[src/dahdsr_pkg.sv]
`default_nettype none

package dahdsr_pkg;

  localparam int unsigned OffsetBits = 24;
  localparam int unsigned LenBits    = 16;
  localparam int unsigned LevelBits  = 15;
  localparam int unsigned StageBits  = 3;
  localparam int unsigned CfgIdxBits = 3;
  // six lengths summed stay below 2^19
  localparam int unsigned BoundBits  = LenBits + 3;
  localparam int unsigned CmpBits    = (OffsetBits > BoundBits) ? OffsetBits : BoundBits;
  localparam int unsigned NumBits    = LenBits + LevelBits;
  localparam int unsigned QuoBits    = LevelBits;

  localparam logic [LevelBits-1:0] FullScale = LevelBits'(16384);

  localparam logic [LenBits-1:0]   DelayRst   = LenBits'(20);
  localparam logic [LenBits-1:0]   AttackRst  = LenBits'(120);
  localparam logic [LenBits-1:0]   HoldRst    = LenBits'(70);
  localparam logic [LenBits-1:0]   DecayRst   = LenBits'(175);
  localparam logic [LenBits-1:0]   SustainRst = LenBits'(300);
  localparam logic [LenBits-1:0]   ReleaseRst = LenBits'(300);
  localparam logic [LevelBits-1:0] LevelRst   = LevelBits'(8192);

  typedef enum logic [StageBits-1:0] {
    StDelay   = 3'd0,
    StAttack  = 3'd1,
    StHold    = 3'd2,
    StDecay   = 3'd3,
    StSustain = 3'd4,
    StRelease = 3'd5
  } stage_e;

  typedef enum logic [CfgIdxBits-1:0] {
    RegDelay        = 3'd0,
    RegAttack       = 3'd1,
    RegHold         = 3'd2,
    RegDecay        = 3'd3,
    RegSustain      = 3'd4,
    RegRelease      = 3'd5,
    RegSustainLevel = 3'd6
  } cfg_reg_e;

  typedef struct packed {
    logic [LenBits-1:0]   delay_len;
    logic [LenBits-1:0]   attack_len;
    logic [LenBits-1:0]   hold_len;
    logic [LenBits-1:0]   decay_len;
    logic [LenBits-1:0]   sustain_len;
    logic [LenBits-1:0]   release_len;
    logic [LevelBits-1:0] sus_level;
  } cfg_t;

  // side information that travels alongside the arithmetic
  typedef struct packed {
    stage_e               stage;
    logic                 in_note;
    logic                 direct;
    logic [LevelBits-1:0] direct_val;
    logic                 invert;
  } ctl_t;

  function automatic logic [LevelBits-1:0] clamp_level(input logic [LevelBits-1:0] level);
    clamp_level = (level > FullScale) ? FullScale : level;
  endfunction

endpackage

`default_nettype wire

[src/dahdsr_envelope_generator.sv]
`default_nettype none

// channel   direction  handshake               payload
// in        sink       in_valid_i / in_stall_o  sample_offset_i, note_length_i
// out       source     out_valid_o / out_stall_i envelope_o, in_note_o, stage_o
// cfg       sink       cfg_valid_i / cfg_ready_o cfg_index_i, cfg_data_i
//
// one item per cycle unless a waiting result is stalled; 2 classify, 2 multiply-add,
// 15 divider stages (one quotient bit each), 1 output register.
// reset loads the default lengths and level and empties the pipeline.
// a stalled full output register freezes every stage; in_stall_o follows it.
// cfg is always ready; index 7 is ignored.

module dahdsr_envelope_generator (
  input  logic                              clk_i,
  input  logic                              rst_ni,
  input  logic                              in_valid_i,
  output logic                              in_stall_o,
  input  logic [dahdsr_pkg::OffsetBits-1:0] sample_offset_i,
  input  logic [dahdsr_pkg::OffsetBits-1:0] note_length_i,
  output logic                              out_valid_o,
  input  logic                              out_stall_i,
  output logic [dahdsr_pkg::LevelBits-1:0]  envelope_o,
  output logic                              in_note_o,
  output logic [dahdsr_pkg::StageBits-1:0]  stage_o,
  input  logic                              cfg_valid_i,
  output logic                              cfg_ready_o,
  input  logic [dahdsr_pkg::CfgIdxBits-1:0] cfg_index_i,
  input  logic [dahdsr_pkg::LenBits-1:0]    cfg_data_i
);

  logic [dahdsr_pkg::LenBits-1:0]   delay_q, attack_q, hold_q, decay_q, sustain_q, release_q;
  logic [dahdsr_pkg::LevelBits-1:0] level_q;
  dahdsr_pkg::cfg_t                 cfg;
  logic                             en;

  logic                             f_valid, m_valid, d_valid;
  dahdsr_pkg::ctl_t                 f_ctl, m_ctl, d_ctl;
  logic [dahdsr_pkg::LenBits-1:0]   f_op_a, f_divisor, f_addend, m_divisor;
  logic [dahdsr_pkg::LevelBits-1:0] f_op_m;
  logic [dahdsr_pkg::NumBits-1:0]   m_num;
  logic [dahdsr_pkg::QuoBits-1:0]   d_quo;

  logic                             out_valid_q, in_note_q;
  logic [dahdsr_pkg::LevelBits-1:0] env_d, env_q;
  dahdsr_pkg::stage_e               stage_q;

  assign cfg_ready_o = 1'b1;

  always_ff @(posedge clk_i or negedge rst_ni) begin
    if (!rst_ni) begin
      delay_q   <= dahdsr_pkg::DelayRst;
      attack_q  <= dahdsr_pkg::AttackRst;
      hold_q    <= dahdsr_pkg::HoldRst;
      decay_q   <= dahdsr_pkg::DecayRst;
      sustain_q <= dahdsr_pkg::SustainRst;
      release_q <= dahdsr_pkg::ReleaseRst;
      level_q   <= dahdsr_pkg::LevelRst;
    end else if (cfg_valid_i && cfg_ready_o) begin
      unique case (dahdsr_pkg::cfg_reg_e'(cfg_index_i))
        dahdsr_pkg::RegDelay:        delay_q   <= cfg_data_i;
        dahdsr_pkg::RegAttack:       attack_q  <= cfg_data_i;
        dahdsr_pkg::RegHold:         hold_q    <= cfg_data_i;
        dahdsr_pkg::RegDecay:        decay_q   <= cfg_data_i;
        dahdsr_pkg::RegSustain:      sustain_q <= cfg_data_i;
        dahdsr_pkg::RegRelease:      release_q <= cfg_data_i;
        dahdsr_pkg::RegSustainLevel: level_q   <= dahdsr_pkg::LevelBits'(cfg_data_i);
        default: ;
      endcase
    end
  end

  always_comb begin
    cfg.delay_len   = delay_q;
    cfg.attack_len  = attack_q;
    cfg.hold_len    = hold_q;
    cfg.decay_len   = decay_q;
    cfg.sustain_len = sustain_q;
    cfg.release_len = release_q;
    cfg.sus_level   = level_q;
  end

  // whole pipeline moves unless a result is waiting and held off
  assign en         = !(out_valid_q && out_stall_i);
  assign in_stall_o = !en;

  dahdsr_front u_front (
    .clk_i           (clk_i),
    .rst_ni          (rst_ni),
    .en_i            (en),
    .cfg_i           (cfg),
    .valid_i         (in_valid_i),
    .sample_offset_i (sample_offset_i),
    .note_length_i   (note_length_i),
    .valid_o         (f_valid),
    .ctl_o           (f_ctl),
    .op_a_o          (f_op_a),
    .op_m_o          (f_op_m),
    .divisor_o       (f_divisor),
    .addend_o        (f_addend)
  );

  dahdsr_mul u_mul (
    .clk_i     (clk_i),
    .rst_ni    (rst_ni),
    .en_i      (en),
    .valid_i   (f_valid),
    .ctl_i     (f_ctl),
    .op_a_i    (f_op_a),
    .op_m_i    (f_op_m),
    .divisor_i (f_divisor),
    .addend_i  (f_addend),
    .valid_o   (m_valid),
    .ctl_o     (m_ctl),
    .num_o     (m_num),
    .divisor_o (m_divisor)
  );

  dahdsr_div u_div (
    .clk_i     (clk_i),
    .rst_ni    (rst_ni),
    .en_i      (en),
    .valid_i   (m_valid),
    .ctl_i     (m_ctl),
    .num_i     (m_num),
    .divisor_i (m_divisor),
    .valid_o   (d_valid),
    .ctl_o     (d_ctl),
    .quo_o     (d_quo)
  );

  always_comb begin
    if (d_ctl.direct) begin
      env_d = d_ctl.direct_val;
    end else if (d_ctl.invert) begin
      env_d = dahdsr_pkg::FullScale - d_quo;
    end else begin
      env_d = d_quo;
    end
  end

  always_ff @(posedge clk_i or negedge rst_ni) begin
    if (!rst_ni) begin
      out_valid_q <= 1'b0;
    end else if (en) begin
      out_valid_q <= d_valid;
    end
  end

  always_ff @(posedge clk_i) begin
    if (en) begin
      env_q     <= env_d;
      in_note_q <= d_ctl.in_note;
      stage_q   <= d_ctl.stage;
    end
  end

  assign out_valid_o = out_valid_q;
  assign envelope_o  = env_q;
  assign in_note_o   = in_note_q;
  assign stage_o     = stage_q;

  a_env_range: assert property (@(posedge clk_i) disable iff (!rst_ni)
    out_valid_o |-> envelope_o <= dahdsr_pkg::FullScale)
    else $error("envelope above full scale");

  a_delay_zero: assert property (@(posedge clk_i) disable iff (!rst_ni)
    (out_valid_o && stage_o == dahdsr_pkg::StDelay) |-> envelope_o == '0)
    else $error("delay stage with nonzero envelope");

  a_hold_full: assert property (@(posedge clk_i) disable iff (!rst_ni)
    (out_valid_o && stage_o == dahdsr_pkg::StHold) |-> envelope_o == dahdsr_pkg::FullScale)
    else $error("hold stage not at full scale");

  a_sustain_level: assert property (@(posedge clk_i) disable iff (!rst_ni)
    (out_valid_o && stage_o == dahdsr_pkg::StSustain)
      |-> envelope_o == dahdsr_pkg::clamp_level(level_q))
    else $error("sustain stage off the sustain level");

  a_stall_cause: assert property (@(posedge clk_i) disable iff (!rst_ni)
    in_stall_o |-> (out_valid_o && out_stall_i))
    else $error("input held off without a waiting result");

endmodule

`default_nettype wire

[src/dahdsr_front.sv]
`default_nettype none

module dahdsr_front (
  input  logic                                clk_i,
  input  logic                                rst_ni,
  input  logic                                en_i,
  input  dahdsr_pkg::cfg_t                    cfg_i,
  input  logic                                valid_i,
  input  logic [dahdsr_pkg::OffsetBits-1:0]   sample_offset_i,
  input  logic [dahdsr_pkg::OffsetBits-1:0]   note_length_i,
  output logic                                valid_o,
  output dahdsr_pkg::ctl_t                    ctl_o,
  output logic [dahdsr_pkg::LenBits-1:0]      op_a_o,
  output logic [dahdsr_pkg::LevelBits-1:0]    op_m_o,
  output logic [dahdsr_pkg::LenBits-1:0]      divisor_o,
  output logic [dahdsr_pkg::LenBits-1:0]      addend_o
);

  localparam int unsigned NumBounds = 6;

  logic [dahdsr_pkg::BoundBits-1:0]  p12, p34, p56;
  logic [dahdsr_pkg::BoundBits-1:0]  bnd_d [NumBounds];
  logic [dahdsr_pkg::BoundBits-1:0]  bnd_q [NumBounds];
  logic [dahdsr_pkg::OffsetBits-1:0] t_q, len_q;
  logic                              va_q;

  logic [dahdsr_pkg::CmpBits-1:0]    tc;
  logic [NumBounds-1:0]              lt;
  logic [dahdsr_pkg::CmpBits-1:0]    diff_att, diff_dec, diff_rel;
  logic [dahdsr_pkg::LevelBits-1:0]  level;

  dahdsr_pkg::ctl_t                  ctl_d, ctl_q;
  logic [dahdsr_pkg::LenBits-1:0]    op_a_d, op_a_q, divisor_d, divisor_q, addend_d, addend_q;
  logic [dahdsr_pkg::LevelBits-1:0]  op_m_d, op_m_q;
  logic                              vb_q;

  // stage boundaries as a shallow adder tree
  always_comb begin
    p12 = dahdsr_pkg::BoundBits'(cfg_i.delay_len) + dahdsr_pkg::BoundBits'(cfg_i.attack_len);
    p34 = dahdsr_pkg::BoundBits'(cfg_i.hold_len) + dahdsr_pkg::BoundBits'(cfg_i.decay_len);
    p56 = dahdsr_pkg::BoundBits'(cfg_i.sustain_len) + dahdsr_pkg::BoundBits'(cfg_i.release_len);
    bnd_d[0] = dahdsr_pkg::BoundBits'(cfg_i.delay_len);
    bnd_d[1] = p12;
    bnd_d[2] = p12 + dahdsr_pkg::BoundBits'(cfg_i.hold_len);
    bnd_d[3] = p12 + p34;
    bnd_d[4] = bnd_d[3] + dahdsr_pkg::BoundBits'(cfg_i.sustain_len);
    bnd_d[5] = bnd_d[3] + p56;
  end

  always_ff @(posedge clk_i or negedge rst_ni) begin
    if (!rst_ni) begin
      va_q <= 1'b0;
      vb_q <= 1'b0;
    end else if (en_i) begin
      va_q <= valid_i;
      vb_q <= va_q;
    end
  end

  always_ff @(posedge clk_i) begin
    if (en_i) begin
      t_q   <= sample_offset_i;
      len_q <= note_length_i;
      bnd_q <= bnd_d;
    end
  end

  always_comb begin
    tc = dahdsr_pkg::CmpBits'(t_q);
    for (int i = 0; i < NumBounds; i++) begin
      lt[i] = tc < dahdsr_pkg::CmpBits'(bnd_q[i]);
    end
    diff_att = tc - dahdsr_pkg::CmpBits'(bnd_q[0]);
    diff_dec = tc - dahdsr_pkg::CmpBits'(bnd_q[2]);
    // release remaining = end of release minus t
    diff_rel = dahdsr_pkg::CmpBits'(bnd_q[5]) - tc;
    level    = dahdsr_pkg::clamp_level(cfg_i.sus_level);
  end

  always_comb begin
    ctl_d.stage      = dahdsr_pkg::StDelay;
    ctl_d.in_note    = t_q < len_q;
    ctl_d.direct     = 1'b1;
    ctl_d.direct_val = '0;
    ctl_d.invert     = 1'b0;
    op_a_d           = '0;
    op_m_d           = '0;
    divisor_d        = cfg_i.attack_len;
    addend_d         = '0;
    priority if (lt[0]) begin
      ctl_d.stage = dahdsr_pkg::StDelay;
    end else if (lt[1]) begin
      ctl_d.stage  = dahdsr_pkg::StAttack;
      ctl_d.direct = 1'b0;
      op_a_d       = dahdsr_pkg::LenBits'(diff_att);
      op_m_d       = dahdsr_pkg::FullScale;
      divisor_d    = cfg_i.attack_len;
    end else if (lt[2]) begin
      ctl_d.stage      = dahdsr_pkg::StHold;
      ctl_d.direct_val = dahdsr_pkg::FullScale;
    end else if (lt[3]) begin
      // ceiling of the drop, taken away from full scale at the end
      ctl_d.stage  = dahdsr_pkg::StDecay;
      ctl_d.direct = 1'b0;
      ctl_d.invert = 1'b1;
      op_a_d       = dahdsr_pkg::LenBits'(diff_dec);
      op_m_d       = dahdsr_pkg::FullScale - level;
      divisor_d    = cfg_i.decay_len;
      addend_d     = cfg_i.decay_len - dahdsr_pkg::LenBits'(1);
    end else if (lt[4]) begin
      ctl_d.stage      = dahdsr_pkg::StSustain;
      ctl_d.direct_val = level;
    end else begin
      ctl_d.stage  = dahdsr_pkg::StRelease;
      ctl_d.direct = !lt[5];
      op_a_d       = dahdsr_pkg::LenBits'(diff_rel);
      op_m_d       = level;
      divisor_d    = cfg_i.release_len;
    end
  end

  always_ff @(posedge clk_i) begin
    if (en_i) begin
      ctl_q     <= ctl_d;
      op_a_q    <= op_a_d;
      op_m_q    <= op_m_d;
      divisor_q <= divisor_d;
      addend_q  <= addend_d;
    end
  end

  assign valid_o   = vb_q;
  assign ctl_o     = ctl_q;
  assign op_a_o    = op_a_q;
  assign op_m_o    = op_m_q;
  assign divisor_o = divisor_q;
  assign addend_o  = addend_q;

endmodule

`default_nettype wire

[src/dahdsr_mul.sv]
`default_nettype none

module dahdsr_mul (
  input  logic                             clk_i,
  input  logic                             rst_ni,
  input  logic                             en_i,
  input  logic                             valid_i,
  input  dahdsr_pkg::ctl_t                 ctl_i,
  input  logic [dahdsr_pkg::LenBits-1:0]   op_a_i,
  input  logic [dahdsr_pkg::LevelBits-1:0] op_m_i,
  input  logic [dahdsr_pkg::LenBits-1:0]   divisor_i,
  input  logic [dahdsr_pkg::LenBits-1:0]   addend_i,
  output logic                             valid_o,
  output dahdsr_pkg::ctl_t                 ctl_o,
  output logic [dahdsr_pkg::NumBits-1:0]   num_o,
  output logic [dahdsr_pkg::LenBits-1:0]   divisor_o
);

  logic                           vc_q, vd_q;
  logic [dahdsr_pkg::NumBits-1:0] prod_q, num_q;
  logic [dahdsr_pkg::LenBits-1:0] addend_q, div_c_q, div_d_q;
  dahdsr_pkg::ctl_t               ctl_c_q, ctl_d_q;

  always_ff @(posedge clk_i or negedge rst_ni) begin
    if (!rst_ni) begin
      vc_q <= 1'b0;
      vd_q <= 1'b0;
    end else if (en_i) begin
      vc_q <= valid_i;
      vd_q <= vc_q;
    end
  end

  always_ff @(posedge clk_i) begin
    if (en_i) begin
      prod_q   <= dahdsr_pkg::NumBits'(op_a_i) * dahdsr_pkg::NumBits'(op_m_i);
      addend_q <= addend_i;
      div_c_q  <= divisor_i;
      ctl_c_q  <= ctl_i;
      // rounding term for the decay ceiling
      num_q    <= prod_q + dahdsr_pkg::NumBits'(addend_q);
      div_d_q  <= div_c_q;
      ctl_d_q  <= ctl_c_q;
    end
  end

  assign valid_o   = vd_q;
  assign ctl_o     = ctl_d_q;
  assign num_o     = num_q;
  assign divisor_o = div_d_q;

endmodule

`default_nettype wire

[src/dahdsr_div.sv]
`default_nettype none

module dahdsr_div (
  input  logic                             clk_i,
  input  logic                             rst_ni,
  input  logic                             en_i,
  input  logic                             valid_i,
  input  dahdsr_pkg::ctl_t                 ctl_i,
  input  logic [dahdsr_pkg::NumBits-1:0]   num_i,
  input  logic [dahdsr_pkg::LenBits-1:0]   divisor_i,
  output logic                             valid_o,
  output dahdsr_pkg::ctl_t                 ctl_o,
  output logic [dahdsr_pkg::QuoBits-1:0]   quo_o
);

  localparam int unsigned Depth = dahdsr_pkg::QuoBits;

  logic                           valid_q [Depth];
  logic [dahdsr_pkg::NumBits-1:0] rem_q   [Depth];
  logic [dahdsr_pkg::QuoBits-1:0] quo_q   [Depth];
  logic [dahdsr_pkg::LenBits-1:0] div_q   [Depth];
  dahdsr_pkg::ctl_t               ctl_q   [Depth];

  // restoring division, one quotient bit per stage, msb first
  for (genvar k = 0; k < Depth; k++) begin : g_stage
    localparam int unsigned Shift = Depth - 1 - k;

    logic                           valid_prev;
    logic [dahdsr_pkg::NumBits-1:0] rem_prev, trial;
    logic [dahdsr_pkg::QuoBits-1:0] quo_prev;
    logic [dahdsr_pkg::LenBits-1:0] div_prev;
    dahdsr_pkg::ctl_t               ctl_prev;
    logic                           fits;

    if (k == 0) begin : g_first
      assign valid_prev = valid_i;
      assign rem_prev   = num_i;
      assign quo_prev   = '0;
      assign div_prev   = divisor_i;
      assign ctl_prev   = ctl_i;
    end else begin : g_next
      assign valid_prev = valid_q[k-1];
      assign rem_prev   = rem_q[k-1];
      assign quo_prev   = quo_q[k-1];
      assign div_prev   = div_q[k-1];
      assign ctl_prev   = ctl_q[k-1];
    end

    assign trial = dahdsr_pkg::NumBits'(div_prev) << Shift;
    assign fits  = rem_prev >= trial;

    always_ff @(posedge clk_i or negedge rst_ni) begin
      if (!rst_ni) begin
        valid_q[k] <= 1'b0;
      end else if (en_i) begin
        valid_q[k] <= valid_prev;
      end
    end

    always_ff @(posedge clk_i) begin
      if (en_i) begin
        rem_q[k] <= fits ? (rem_prev - trial) : rem_prev;
        quo_q[k] <= quo_prev | (dahdsr_pkg::QuoBits'(fits) << Shift);
        div_q[k] <= div_prev;
        ctl_q[k] <= ctl_prev;
      end
    end
  end

  assign valid_o = valid_q[Depth-1];
  assign ctl_o   = ctl_q[Depth-1];
  assign quo_o   = quo_q[Depth-1];

endmodule

`default_nettype wire

[config.mk]
export PLATFORM = sky130hd
export DESIGN_NAME = dahdsr_envelope_generator
export DESIGN_NICKNAME = d
export VERILOG_FILES = /design/src/dahdsr_pkg.sv /design/src/dahdsr_envelope_generator.sv /design/src/dahdsr_front.sv /design/src/dahdsr_mul.sv /design/src/dahdsr_div.sv
export SDC_FILE = /design/constraint.sdc
export NUM_CORES = 2
export LEC_CHECK = 0
export ABC_AREA = 1
export CORE_AREA = 2 2 433 435
export CTS_CLUSTER_SIZE = 28
export DETAILED_ROUTE_END_ITERATION = 10
export DIE_AREA = 0 0 435 437
export DONT_BUFFER_PORTS = 1
export GPL_TIMING_DRIVEN = 0
export PLACE_DENSITY_LB_ADDON = 0.1
export REMOVE_ABC_BUFFERS = 1
export SYNTH_ARGS = -nofsm -noshare
export SYNTH_HDL_FRONTEND = slang
export SYNTH_SLANG_ARGS = --single-unit
[constraint.sdc]
create_clock -name clk_i -period 58.1 [get_ports clk_i]
set_clock_uncertainty 0.05 [all_clocks]
set_input_delay 2.905 -clock clk_i [delete_from_list [all_inputs] [get_ports clk_i]]
set_output_delay 2.905 -clock clk_i [all_outputs]
set_load 0.02 [all_outputs]
# Yosys cells after proc, flatten, opt, wreduce, memory -nomap -nowiden
# Memory sizes are Yosys's and may differ from the RTL's.
# Cells that the tools add are included.
totals:
  regBits: 545
  mem_bits_rw: 1245
  input_bits: 72
  output_inout_bits: 22
  wordCells: 204
  memories: 4
classes:
  addsub: 29
  n_mul: 1
  order_cmp: 23
  eq_ne: 6
  muxes: 44
  bitwise: 16
  reduce_logical: 15
memory_table:
  columns: ["name", "depth", "word_bits", "rd", "rd_clocked_by_memory_dff", "write_ports", "line_no", "source"]
  rows:
  - ["u_div.rem_q", 15, 31, 14, 0, 15, "dahdsr_div.sv:19", "logic [dahdsr_pkg::NumBits-1:0] rem_q [Depth];"]
  - ["u_div.ctl_q", 15, 21, 15, 0, 15, "dahdsr_div.sv:22", "dahdsr_pkg::ctl_t ctl_q [Depth];"]
  - ["u_div.div_q", 15, 16, 14, 0, 15, "dahdsr_div.sv:21", "logic [dahdsr_pkg::LenBits-1:0] div_q [Depth];"]
  - ["u_div.quo_q", 15, 15, 15, 0, 15, "dahdsr_div.sv:20", "logic [dahdsr_pkg::QuoBits-1:0] quo_q [Depth];"]
op_table:
  columns: ["op", "n"]
  rows:
  - ["$mux 31", 15]
  - ["$mux 15", 10]
  - ["$mux 16", 9]
  - ["$lt 24x19->1", 5]
  - ["$add 16x16->17", 3]
  - ["$sub 16x16->16", 3]
  - ["$add 19x16->19", 2]
  - ["$add 19x19->19", 2]
  - ["$add 31x16->31", 1]
  - ["$ge 31x16->1", 1]
  - ["$ge 31x17->1", 1]
  - ["$ge 31x18->1", 1]
  - ["$ge 31x19->1", 1]
  - ["$ge 31x20->1", 1]
  - ["$ge 31x21->1", 1]
  - ["$ge 31x22->1", 1]
  - ["$ge 31x23->1", 1]
  - ["$ge 31x24->1", 1]
  - ["$ge 31x25->1", 1]
  - ["$ge 31x26->1", 1]
  - ["$ge 31x27->1", 1]
  - ["$ge 31x28->1", 1]
  - ["$ge 31x29->1", 1]
  - ["$ge 31x30->1", 1]
  - ["49 further kinds", 69]

# Logic depth before layout (Yosys ltp)
depth:
  depth_word: 6
  depth_mapped: 29

# Hierarchy
# From an unflattened synthesis, not the netlist that was laid out.
hier_totals:
  cells_unflattened: 10968
  area_unflattened_um2: 97696.2
by_module_without_submodules:
  columns: ["module", "instances", "cells_each", "area_each_um2", "seq_area_each_um2"]
  rows:
  - ["dahdsr_div", 1, 6357, 58163.3, 33196.8]
  - ["dahdsr_front", 1, 2272, 19029.5, 7226.9]
  - ["dahdsr_mul", 1, 1806, 15179.6, 4614.4]
  - ["dahdsr_envelope_generator", 1, 533, 5323.9, 3403.3]

# Least setup slack after synthesis
# No wires, ideal clock.
synth_timing:
  path_type: "input port to flip-flop"
  start: "input port out_stall_i"
  end: "register u_div.valid_q, in the netlist u_div.g_stage[4].valid_prev"
  setup_ps: 1864
  arrival_time_ps: 44559
  t_required_ps: 56186
  setup_slack_ps: 11627
  stages: 3
  path_buffers: 1
  path_cell_list: "nand2_1 clkbuf_1 o21ai_0"
synth_via:
  elab_chain_cells: 1
synth_rtl:
  columns: ["item", "line_no", "source"]
  rows:
  - ["start: declaration", "dahdsr_envelope_generator.sv:22", "input logic out_stall_i,"]
  - ["$logic_and 1x1->1", "dahdsr_envelope_generator.sv:84", "assign en = !(out_valid_q && out_stall_i);"]
  - ["end signal: indexed assignment", "dahdsr_div.sv:56", "valid_q[k] <= valid_prev;"]
  - ["end: declaration", "dahdsr_div.sv:18", "logic valid_q [Depth];"]
# No other way between the ends.
# A chain may end at the register's enable or synchronous reset.

# Worst setup path after layout
layout_timing:
  start: "input port out_stall_i"
  end: "output port in_stall_o"
layout_via:
  elab_chain_cells: 1
layout_rtl:
  columns: ["item", "line_no", "source"]
  rows:
  - ["$logic_and 1x1->1", "dahdsr_envelope_generator.sv:84", null]
  - ["end: declaration", "dahdsr_envelope_generator.sv:18", "output logic in_stall_o,"]
# No other way between the ends.

==> impl_summary.log <==
INFO  metric outcome = finished, final reports clean
INFO  metric multi_input_comb_area = 35920 µm²
INFO  metric ys_dominant_reg_cell = edfxtp_1
INFO  metric worst_slew_pin_slew = 1256 ps
INFO  metric critPathLaunch = out_stall_i
INFO  metric total_global_routing_track_utilization = 23.12%
INFO  metric holdBufCountCts = 0
INFO  metric timing.critical_path.max_delay_family = buffers and inverters
INFO  metric grt_start_max_net_pins = 132
INFO  metric mostFrequentLayoutCell = nand2_1
INFO  metric clk_root_buffer_cell = clkbuf_16
INFO  metric synth_warnings = 0
INFO  metric worst-path-stages = 2
INFO  metric critical_path_required = 55150 ps
INFO  metric synthCells = 8876
INFO  metric hpwl = 169800 µm
INFO  metric place_congestion = 0.9232
INFO  metric timing_hold_violations_final = 0
INFO  metric r2r.worst_path.cells = 24
INFO  metric cts_buffers = 178
INFO  metric post-route-min-period = 7133 ps
INFO  metric crit_buf_inv = 1
INFO  metric layout.area.seq = 48440 µm²
INFO  metric die-width = 435 µm
INFO  metric worstPathCellList = nand2_4, clkinv_1
INFO  metric cell_area_synth = 90240 µm²
INFO  metric proportion_of_register_bits_with_asynchronous_set_or_reset_after_synthesis = 8.017%
INFO  metric sequential_area_share_after_synthesis = 53.68%
INFO  metric postSynthRegisterBits = 1634
INFO  metric maxcap_violations = 0
INFO  metric floorplan.initialDensity = 48.77%
INFO  metric grt_setup_unrepaired = false
INFO  metric die_height = 437 µm
INFO  metric clk_pin_slew = 60 ps
INFO  metric place_worst_setup_slack = 50920 ps
INFO  metric ioPinCount = 94
INFO  metric critPathLaunchType = input pin
INFO  metric ant_nets = 0
INFO  metric final.period_utilization = 12.28%
INFO  metric post_drt_wl_per_cell = 19.01 µm
INFO  metric layout_setup_ws = 50970 ps
INFO  metric min_path_type = register to register
INFO  metric critical_path.endpoint_type = primary output
INFO  metric slowest_delay = 740 ps
INFO  metric cts-resized-gates = 0
INFO  metric crit_fanout = 51
INFO  metric floorplan.die_area = 190100 µm²
INFO  metric clock_tree.htree_level_count = 4
INFO  metric worst_skew_pair.late_latency = 850 ps
INFO  metric yosys.cell_types.count = 68
INFO  metric critical_path_s_slowest_cell = clkinv_1
INFO  metric core_area = 185000 µm²
INFO  metric first_pass_iteration_count_of_the_detailed_router = 6
INFO  metric layout.nets = 9828
INFO  metric critical_path.endpoint = in_stall_o
INFO  metric global_route_wire_length_before_repair = 341200 µm
INFO  metric layout-drive-gt1-share = 4.503%
INFO  metric routed-via-count = 60.53k
INFO  metric fin_util = 53.59%
INFO  metric commonest_cells_after_routing_fill_and_taps_aside = nand2_1, edfxtp_1, inv_1
INFO  metric detailedRoute.firstIterationViolations = 4813
INFO  metric drt_wl_total = 219800 µm
INFO  metric grt_overflow_total = 0
INFO  metric antenna_found_initial = 16
INFO  metric vias_per_cell = 5.234
INFO  metric std_cell_rows = 158
INFO  metric post-cts-setup-buffers = 0
INFO  metric setup.reg_to_reg.worst_slack = 51160 ps
INFO  metric finalSetupViolations = 0
INFO  metric critical_path_class = input pin to primary output
INFO  metric worst_ep_arrival_time = 4180 ps
INFO  metric min_path_cells = 0
INFO  metric flow.area_growth_from_synthesis = 9.890%
INFO  metric postSynthAreaPerCell = 10.17 µm²
INFO  metric first_global_vias = 59.02k
INFO  metric max_slew_margin = 16.16%
INFO  metric r2r_start = u_front.op_a_o[5]
INFO  metric worst_reg2reg_endpoint = u_mul.prod_q[24]
INFO  metric layout.filler_cells = 16.54k
INFO  metric clk_path_buf_depth = 3
INFO  metric quantity_of_i_o_buffers_inserted_on_ports = 0
INFO  metric clock_sink_count = 1634
INFO  metric route.detailed.drc = 0
INFO  metric edff_count_synth = 1503
INFO  metric max_freq = 140.2 MHz
INFO  metric tritoncts = yes
INFO  metric maxSlewViolCount = 0
through the flow:
stage / std cells / area [µm²] / setup TNS (ps) / hold slack [ps]
after floorplan: 8736 / 89590 / 0 / 350.3
after global placement: 11216 / 92700 / -151080 / 352.1
after detailed placement: 11242 / 93400 / 0 / 354.5
after CTS: 11562 / 99140 / 0 / 357.4
after global routing: 11565 / 99170 / 0 / 363.2
final: 11565 / 99170 / 0 / 355.2
per-layer routing:
metal | vias up | GRT usage [%] | wire length (µm)
met5 | - | 0 | 41
met4 | 8 | 6.323 | 5541
met3 | 305 | 3.222 | 10030
met2 | 1309 | 38.22 | 104400
met1 | 28856 | 31.97 | 99810
li1 | 30053 | - | -
Yosys cell counts (5+ instances only):
cell          n  area share (%)
dfstp_2      24            0.70
a21boi_0     16            0.13
nor3_1       86            0.48
o21ai_2       5           0.049
ha_1        608             8.4
clkbuf_1     84            0.35
xor2_1      257             2.5
or2_1         6           0.042
buf_4        12            0.10
inv_1      1381             5.7
or2_0         6           0.042
nand2_1    1830             7.6
o211ai_1     28            0.23
nand3_1     263             1.5
xnor2_1     171             1.7
inv_2        16           0.067
edfxtp_1   1503              50
a31oi_1      39            0.27
o2111ai_1    12            0.12
a211oi_1      6           0.050
nor2_1      572             2.4
nor3_2        6           0.067
o31ai_1       6           0.050
or2_2        37            0.26
a21o_1       46            0.38
dfrtp_1     107             3.0
o21a_1       23            0.19
nor4_1       64            0.44
fa_1        205             4.5
a21oi_1     572             3.2
nand3b_1     19            0.16
a41oi_1       6           0.058
o21bai_1     39            0.32
nand2_2      11           0.076
o21ai_1     123            0.68
o21ai_0     507             2.8
buf_2        39            0.22
nand4_1      85            0.59
cell type report:
type / count / share of cell area [%]
flip-flops and latches: 1634 / 48.85
repair buffers: 27 / 0.7015
diodes: 2 / 0.005047
clock inverters: 88 / 1.016
clock buffers: 232 / 4.779
inverters: 1399 / 5.295
multi-input cells: 5703 / 36.23
well taps: 2480 / 3.129
flip-flops by register name, summed over array words and instances (netlist names), 21 cells and up:
register / flops
u_front.bnd_q: 107
u_mul.prod_q: 31
u_div.div_q: 224
u_front.len_q: 24
u_front.ctl_o: 21
u_div.quo_q: 120
u_div.rem_q: 434
u_div.ctl_q: 315
u_mul.num_o: 31
u_mul.ctl_c_q: 21
u_front.t_q: 24
u_mul.ctl_o: 21
worst min path at each step:
stage / startpoint / endpoint / slack [ps]
finish: u_div.ctl_q[3][0] / u_div.ctl_q[4][0] / 360
detailed placement: u_div.ctl_q[9][6] / u_div.ctl_q[10][6] / 350
global route: u_div.ctl_q[8][20] / u_div.ctl_q[9][20] / 360
global placement: u_div.ctl_q[1][3] / u_div.ctl_q[2][3] / 350
CTS: u_div.ctl_q[3][0] / u_div.ctl_q[4][0] / 360
floorplan: u_div.ctl_q[14][17] / in_note_o / 350
kinds of logic (layout without fill, tap and decap cells):
group / after synthesis / after routing / synth area share [%]
xor+xnor: 428 / 428 / 4.154
compound gates: 1454 / 1454 / 8.826
flops: 1634 / 1634 / 53.68
buf+inv: 1539 / 1746 / 6.540
simple gates: 3007 / 3007 / 13.82
fa+ha+maj: 813 / 813 / 12.98
other cells: 1 / 3 / 0.004155
Power is left out: the tool's default activity adds up to more than one toggle a clock period on the data nets, which glitch-free logic cannot reach.
